**config.mk**
```make
export PLATFORM = sky130hd
export DESIGN_NAME = fu_lane_round_robin_steer
export DESIGN_NICKNAME = d
export VERILOG_FILES = /design/src/rtl/core/frrs_pkg.sv /design/src/rtl/core/frrs_ptr_store.sv /design/src/rtl/core/frrs_pick.sv /design/src/rtl/core/fu_lane_round_robin_steer.sv
export SDC_FILE = /design/constraint.sdc
export NUM_CORES = 1
export LEC_CHECK = 0
export ABC_AREA = 0
export BUFFER_PORTS_ARGS = -buffer_cell sky130_fd_sc_hd__buf_2
export CAP_MARGIN = 0
export CORE_ASPECT_RATIO = 1.2
export CORE_MARGIN = 1.5
export CORE_UTILIZATION = 50
export CTS_CLUSTER_DIAMETER = 100
export DETAILED_ROUTE_END_ITERATION = 8
export HOLD_SLACK_MARGIN = 0.02
export PLACE_DENSITY = 0.7
export SYNTH_ARGS = -nofsm -noshare
export SYNTH_HDL_FRONTEND = slang
export SYNTH_SLANG_ARGS = --single-unit
```
**constraint.sdc**
```tcl
create_clock -name clk -period 7.93 [get_ports clk]
set_clock_uncertainty 0.2 [all_clocks]
set_input_delay 1.586 -clock clk [delete_from_list [all_inputs] [get_ports clk]]
set_output_delay 1.586 -clock clk [all_outputs]
set_load 0.05 [all_outputs]
```
**src/rtl/core/frrs_pkg.sv**
```systemverilog
// shared types and constants for the functional-unit lane steering block
package frrs_pkg;

	localparam int LANE_COUNT_DEF = 8;
	localparam int FU_TYPES_DEF   = 8;
	localparam int ELEMENTS_DEF   = 8;

	localparam int MASK_W  = 64;
	localparam int FIELD_W = 3;

	localparam logic [MASK_W-1:0] MASK_RESET = '1;

	typedef struct packed {
		logic [FIELD_W-1:0] unit_type;
		logic [FIELD_W-1:0] element_index;
	} req_t;

	typedef struct packed {
		logic [FIELD_W-1:0] lane;
		logic               no_lane;
	} rsp_t;

endpackage

```
**src/rtl/core/frrs_ptr_store.sv**
```systemverilog
// last-chosen-lane pointer store with per-entry valid bits and registered read
module frrs_ptr_store #(
	parameter int DEPTH = 64,
	parameter int AW    = 6,
	parameter int LW    = 3
) (
	input  logic          clk,
	input  logic          arst_n,
	input  logic          rd_en,
	input  logic [AW-1:0] rd_addr,
	output logic [LW-1:0] rd_data,
	input  logic          wr_en,
	input  logic [AW-1:0] wr_addr,
	input  logic [LW-1:0] wr_data
);

	logic [LW-1:0]    mem [DEPTH];
	logic [DEPTH-1:0] valid_q;
	logic [LW-1:0]    rd_data_q;
	logic             rd_valid_q;

	always_ff @(posedge clk) begin
		if (wr_en) begin
			mem[wr_addr] <= wr_data;
		end
		if (rd_en) begin
			rd_data_q <= mem[rd_addr];
		end
	end

	// an entry never written reads as lane zero
	always_ff @(posedge clk or negedge arst_n) begin
		if (!arst_n) begin
			valid_q    <= '0;
			rd_valid_q <= 1'b0;
		end else begin
			if (wr_en) begin
				valid_q[wr_addr] <= 1'b1;
			end
			if (rd_en) begin
				rd_valid_q <= valid_q[rd_addr];
			end
		end
	end

	assign rd_data = rd_valid_q ? rd_data_q : '0;

endmodule

```
**src/rtl/core/frrs_pick.sv**
```systemverilog
// round-robin lane search starting after the stored pointer
module frrs_pick #(
	parameter int LANE_COUNT = 8,
	parameter int LW         = 3
) (
	input  logic [LW-1:0]         ptr,
	input  logic [LANE_COUNT-1:0] mask,
	output frrs_pkg::rsp_t        pick
);

	always_comb begin
		logic [LW:0] cand;
		pick.lane    = '0;
		pick.no_lane = 1'b1;
		// walk from the furthest step back so the nearest hit wins
		for (int i = LANE_COUNT; i >= 1; i--) begin
			cand = {1'b0, ptr} + (LW+1)'(i);
			if (cand >= (LW+1)'(LANE_COUNT)) begin
				cand = cand - (LW+1)'(LANE_COUNT);
			end
			if (mask[cand[LW-1:0]]) begin
				pick.lane    = frrs_pkg::FIELD_W'(cand);
				pick.no_lane = 1'b0;
			end
		end
	end

endmodule

```
**src/rtl/core/fu_lane_round_robin_steer.sv**
```systemverilog
// Steers each instruction (unit type, processing element) to an execution lane by a
// round-robin search over the type's lane mask, starting after the lane last chosen
// for that element and type. One item is accepted per clock while the result side does
// not stall. The pointer store is read at the accept edge into a registered read port,
// the search runs on the registered item, and the result and pointer update are
// registered together as the item leaves the search stage. A back-to-back item for the same
// element and type takes the fresh pointer through a bypass, so the sustained rate is
// one item per cycle whenever the result side does not stall. Pointers start at zero
// after reset with no clearing pass. The mask register is written through cfg_data,
// which is always ready, and should only change while no item is in flight.
module fu_lane_round_robin_steer #(
	parameter int LANE_COUNT = frrs_pkg::LANE_COUNT_DEF,
	parameter int FU_TYPES   = frrs_pkg::FU_TYPES_DEF,
	parameter int ELEMENTS   = frrs_pkg::ELEMENTS_DEF
) (
	input  logic                        clk,
	input  logic                        arst_n,
	input  logic                        req_valid,
	output logic                        req_stall,
	input  frrs_pkg::req_t              req_data,
	output logic                        rsp_valid,
	input  logic                        rsp_stall,
	output frrs_pkg::rsp_t              rsp_data,
	input  logic                        cfg_valid,
	output logic                        cfg_ready,
	input  logic [frrs_pkg::MASK_W-1:0] cfg_data
);

	localparam int DEPTH = ELEMENTS * FU_TYPES;
	localparam int AW    = (DEPTH > 1) ? $clog2(DEPTH) : 1;
	localparam int LW    = $clog2(LANE_COUNT);

	logic [frrs_pkg::MASK_W-1:0] lane_masks_q;

	logic            s1_valid;
	frrs_pkg::req_t  req_s1;
	logic            in_range_s1;
	logic [AW-1:0]   slot_s1;
	logic            byp_s1;
	logic [LW-1:0]   byp_lane_s1;

	logic            rsp_valid_q;
	frrs_pkg::rsp_t  rsp_q;

	logic            req_accept;
	logic            s1_adv;
	logic            in_range;
	logic [AW-1:0]   slot;
	logic [LW-1:0]   ptr_rd;
	logic [LW-1:0]   ptr;
	logic [LANE_COUNT-1:0] type_mask;
	frrs_pkg::rsp_t  pick;
	frrs_pkg::rsp_t  result;
	logic            wr_en;

	assign cfg_ready = 1'b1;

	always_ff @(posedge clk or negedge arst_n) begin
		if (!arst_n) begin
			lane_masks_q <= frrs_pkg::MASK_RESET;
		end else if (cfg_valid && cfg_ready) begin
			lane_masks_q <= cfg_data;
		end
	end

	// handshake control
	assign s1_adv     = !rsp_valid_q || !rsp_stall;
	assign req_stall  = s1_valid && !s1_adv;
	assign req_accept = req_valid && !req_stall;

	assign in_range = (int'(req_data.unit_type) < FU_TYPES) &&
	                  (int'(req_data.element_index) < ELEMENTS);
	assign slot = AW'(int'(req_data.element_index) * FU_TYPES + int'(req_data.unit_type));

	assign wr_en = s1_valid && s1_adv && in_range_s1 && !pick.no_lane;

	frrs_ptr_store #(
		.DEPTH (DEPTH),
		.AW    (AW),
		.LW    (LW)
	) u_ptr_store (
		.clk     (clk),
		.arst_n  (arst_n),
		.rd_en   (req_accept && in_range),
		.rd_addr (slot),
		.rd_data (ptr_rd),
		.wr_en   (wr_en),
		.wr_addr (slot_s1),
		.wr_data (pick.lane[LW-1:0])
	);

	always_ff @(posedge clk or negedge arst_n) begin
		if (!arst_n) begin
			s1_valid <= 1'b0;
			byp_s1   <= 1'b0;
		end else begin
			if (req_accept) begin
				s1_valid <= 1'b1;
				// the store read misses a write landing on the same edge
				byp_s1   <= wr_en && (slot_s1 == slot);
			end else if (s1_adv) begin
				s1_valid <= 1'b0;
				byp_s1   <= 1'b0;
			end
		end
	end

	always_ff @(posedge clk) begin
		if (req_accept) begin
			req_s1      <= req_data;
			in_range_s1 <= in_range;
			slot_s1     <= slot;
			byp_lane_s1 <= pick.lane[LW-1:0];
		end
	end

	assign ptr = byp_s1 ? byp_lane_s1 : ptr_rd;

	always_comb begin
		logic [6:0] pos;
		type_mask = '0;
		for (int l = 0; l < LANE_COUNT; l++) begin
			pos = 7'(int'(req_s1.unit_type) * LANE_COUNT + l);
			if (pos < 7'(frrs_pkg::MASK_W)) begin
				type_mask[l] = lane_masks_q[pos[5:0]];
			end
		end
	end

	frrs_pick #(
		.LANE_COUNT (LANE_COUNT),
		.LW         (LW)
	) u_pick (
		.ptr  (ptr),
		.mask (type_mask),
		.pick (pick)
	);

	always_comb begin
		result = pick;
		if (!in_range_s1) begin
			result.lane    = '0;
			result.no_lane = 1'b1;
		end
	end

	always_ff @(posedge clk or negedge arst_n) begin
		if (!arst_n) begin
			rsp_valid_q <= 1'b0;
		end else if (s1_adv) begin
			rsp_valid_q <= s1_valid;
		end
	end

	always_ff @(posedge clk) begin
		if (s1_adv && s1_valid) begin
			rsp_q <= result;
		end
	end

	assign rsp_valid = rsp_valid_q;
	assign rsp_data  = rsp_q;

	a_stall_needs_item: assert property (@(posedge clk) disable iff (!arst_n)
		req_stall |-> s1_valid)
		else $error("input stalled with no item in the search stage");

	a_bypass_needs_item: assert property (@(posedge clk) disable iff (!arst_n)
		byp_s1 |-> s1_valid)
		else $error("pointer bypass set with no item in the search stage");

	a_advance_gives_result: assert property (@(posedge clk) disable iff (!arst_n)
		(s1_valid && s1_adv) |=> rsp_valid)
		else $error("item left the search stage without a result");

	a_lane_in_width: assert property (@(posedge clk) disable iff (!arst_n)
		(rsp_valid && !rsp_data.no_lane) |-> (int'(rsp_data.lane) < LANE_COUNT))
		else $error("chosen lane beyond issue width");

	a_write_only_in_range: assert property (@(posedge clk) disable iff (!arst_n)
		wr_en |=> (rsp_valid && !rsp_data.no_lane))
		else $error("pointer written for an item that found no lane");

endmodule
```
==> flow_summary.toml <==
[critical_path]
path_common_cell = "buf_4"
path_cells = "buf_4, mux2i_1, mux4_2, a222oi_1, a211oi_1, o221ai_2, or4b_1, o2111ai_1, a21oi_1, a311oi_4, buf_4"
critPathLaunchType = "flop"
critical_path_arrival_ps = 4880
worst_path_max_delay_cell = "a222oi_1"
crit_buf_inv = 2
worst-setup-path-type = "flop to flop"
slowest_delay_ps = 640
required_ps = 7940
cp_num_cells = 11
cp_top_family = "compound AO/OA/AOI/OAI gates"
worstPathMaxFanout = 66
reg2regPathDepth = 11
endpoint_kind = "flop"

[worst_hold_path]
min_path_cells = 1
hp-class = "flop to flop"

[clock_tree]
htree_levels = 2
ctsHoldBuffers = 0
cts_setup_buffers = 0
cts_tree = "built"
clock_path_buffers = 3
cts-root-buf = "clkbuf_16"
clock_sinks = 340
cts_buffers = 34
cts.clk_slew.worst_paths_ps = 60
ctsResizeCount = 0
insertion_delay_ps = 520

[routing]
drc_errors = 0
drtPass1Iterations = 4
wirelength_um = 31400
drtAntennaViolNets = 0
vias_per_cell = 5.94
routedWlPerCell_um = 23.4
dr_total_vias = 7956
drt_iter0_markers = 747

[synthesis]
async_reset_ff_frac = 0.388
avgSynthCellArea_um2 = 17.2
synth_cells = 856
synth_area_um2 = 14700
synth-main-ff-cell = "edfxtp_1"
synthTopCellsByArea = "edfxtp_1 42%, mux4_2 15%, dfrtp_1 12%"
synth_seq_cells = 340
synth_cell_type_count = 59
synthTopCellsByCount = "208 x edfxtp_1, 96 x mux4_2, 72 x nor2_1, 68 x dfrtp_1, 65 x mux2_2"
synth_edf_count = 208
seq_area_frac_synth = 0.653
synth_top_area_cell = "edfxtp_1"
yosysTopAreaCellShare = 0.424
yosysMostFrequentCell = "edfxtp_1"
syn-num-nets = 932
yosys_warnings = 0

[place]
dpl.hpwl_um = 19700
port-buffer-count = 80
gp_congestion = 0.763

[pwr]
p_per_area_nw_per_um2 = 289
leakagePower_uw = 0.00594
peakVddDrop_mv = 0.289

[floorplan]
design.core.area_um2 = 28800
rows = 68
die_h_um = 191
ioPinCount = 82
dieWidth_um = 160
initial_core_util = 0.511
dieArea_um2 = 30500

[global_routing]
grt_usage = 0.213
grt_antenna_before_repair = 0
grt_pass1_vias = 8427
grt_max_degree = 83
grt_overflow = 0
grt_pass1_wl_um = 49100

[timing]
fmax_mhz = 205
tightest_slew_ps = 1060
setup_viol = 0
hold_viol = 0
fin_setup_tns_ps = 0
fin_crit_sh = 0.614
rsz0062_at_grt = "false"
maxSlewHeadroom = 0.293
period_needed_ps = 4870
slew_viol_final = 0

[layout]
layout-drive-gt1-share = 0.405
n_antenna_cell = 0
layout.nets = 1007
final_util = 0.575
areaGrowthSynthToFinish_pct = 12.5
fillers = 2132

[run]
maxCapViolCount = 0

[run_status]
outcome = "finished, final reports clean"
[per-stage QoR]
stage	area [um^2]	hold WS, ps	power, uW	setup slack, ps	std cells
after global routing	16600	280	5000	2680	1339
after detailed placement	15500	256	3280	2970	1280
after CTS	16600	271	4840	3030	1339
after global placement	15500	251	3260	3010	1280
after floorplan	14700	236	2970	1280	856
final	16600	265	4800	3060	1339
[placed cells by master (no fill, tap or decap), drive strengths merged, types with 4 or more instances in the layout]
cell type,netlist,final
a21oi,7,7
inv,6,6
a222oi,4,4
mux2i,28,28
xor2,4,4
mux2,65,65
nand2,26,26
buf,21,95
nand3,14,14
dfstp,64,64
o21bai,65,65
xnor2,6,6
dfrtp,68,68
clkbuf,35,44
a22oi,4,4
o21ai,14,14
edfxtp,208,208
clkinv,0,12
nor2b,4,4
mux4,96,96
nor2,72,72
nand2b,4,4
[kinds of logic after synthesis]
group	share of synthesized area
muxes	0.215
and+or+nand+nor	0.0458
xor gates and xnor gates	0.00594
buffers and inverters	0.0207
adders and majority gates	0.000849
other	0.000254
DFF	0.653
AOI/OAI and AO/OA	0.0577
[final timing paths]
| path | from | end | slack, ps |
|---|---|---|---|
| worst min register to register | u_ptr_store.valid_q[63] | u_ptr_store.valid_q[63] | 260 |
| worst max register to register | req_s1[3] | u_ptr_store.mem[43][1] | 3060 |
| min in group asynchronous | arst_n | s1_valid | 930 |
| worst max-delay path | req_s1[3] | u_ptr_store.mem[43][1] | 3060 |
| worst min-delay path | u_ptr_store.valid_q[63] | u_ptr_store.valid_q[63] | 260 |
| max in group asynchronous | arst_n | u_ptr_store.valid_q[63] | 5140 |
[state kept, by name, indices dropped and copies added, names as in the netlist]
name                    cells
u_ptr_store.mem           192
lane_masks_q               64
u_ptr_store.valid_q        64
rsp_data                    4
slot_s1                     4
byp_lane_s1                 3
u_ptr_store.rd_data_q       3
req_s1                      2
byp_s1                      1
rsp_valid                   1
s1_valid                    1
u_ptr_store.rd_valid_q      1
[layout make-up]
cell class / count / area, um^2 / area share
multi-input combinational: 454 / 4850 / 0.292
timing repair buffer: 95 / 518 / 0.0312
clock inverter: 15 / 168 / 0.0101
sequential: 340 / 9630 / 0.581
clock buffer: 44 / 913 / 0.0551
inverter: 6 / 22.5 / 0.00136
tap: 385 / 482 / 0.0291
[power breakdown]
part	total, uW	leakage, uW	internal, uW	switching, uW
Clock	1570	0.000531	915	651
Sequential	2360	0.00344	2290	70.3
Combinational	875	0.00197	311	564
[routing by layer]
layer  wire length (um)  vias up  GRT usage
li1                   -     3505          -
met1              12400     4128      0.270
met2              16300      260      0.373
met3               1620       63     0.0338
met4               1020        0     0.0787
met5                  0        -          0
[worst reg2reg max path, delay by kind of cell (launching register included)]
family                 cells  cell delay [ps]
AO/OA/AOI/OAI              6             1680
buffers and inverters      2             1070
multiplexers               2              770
AND/OR/NAND/NOR            1              460
flip-flops                 1              360
Power figures use the tool's default switching activity.
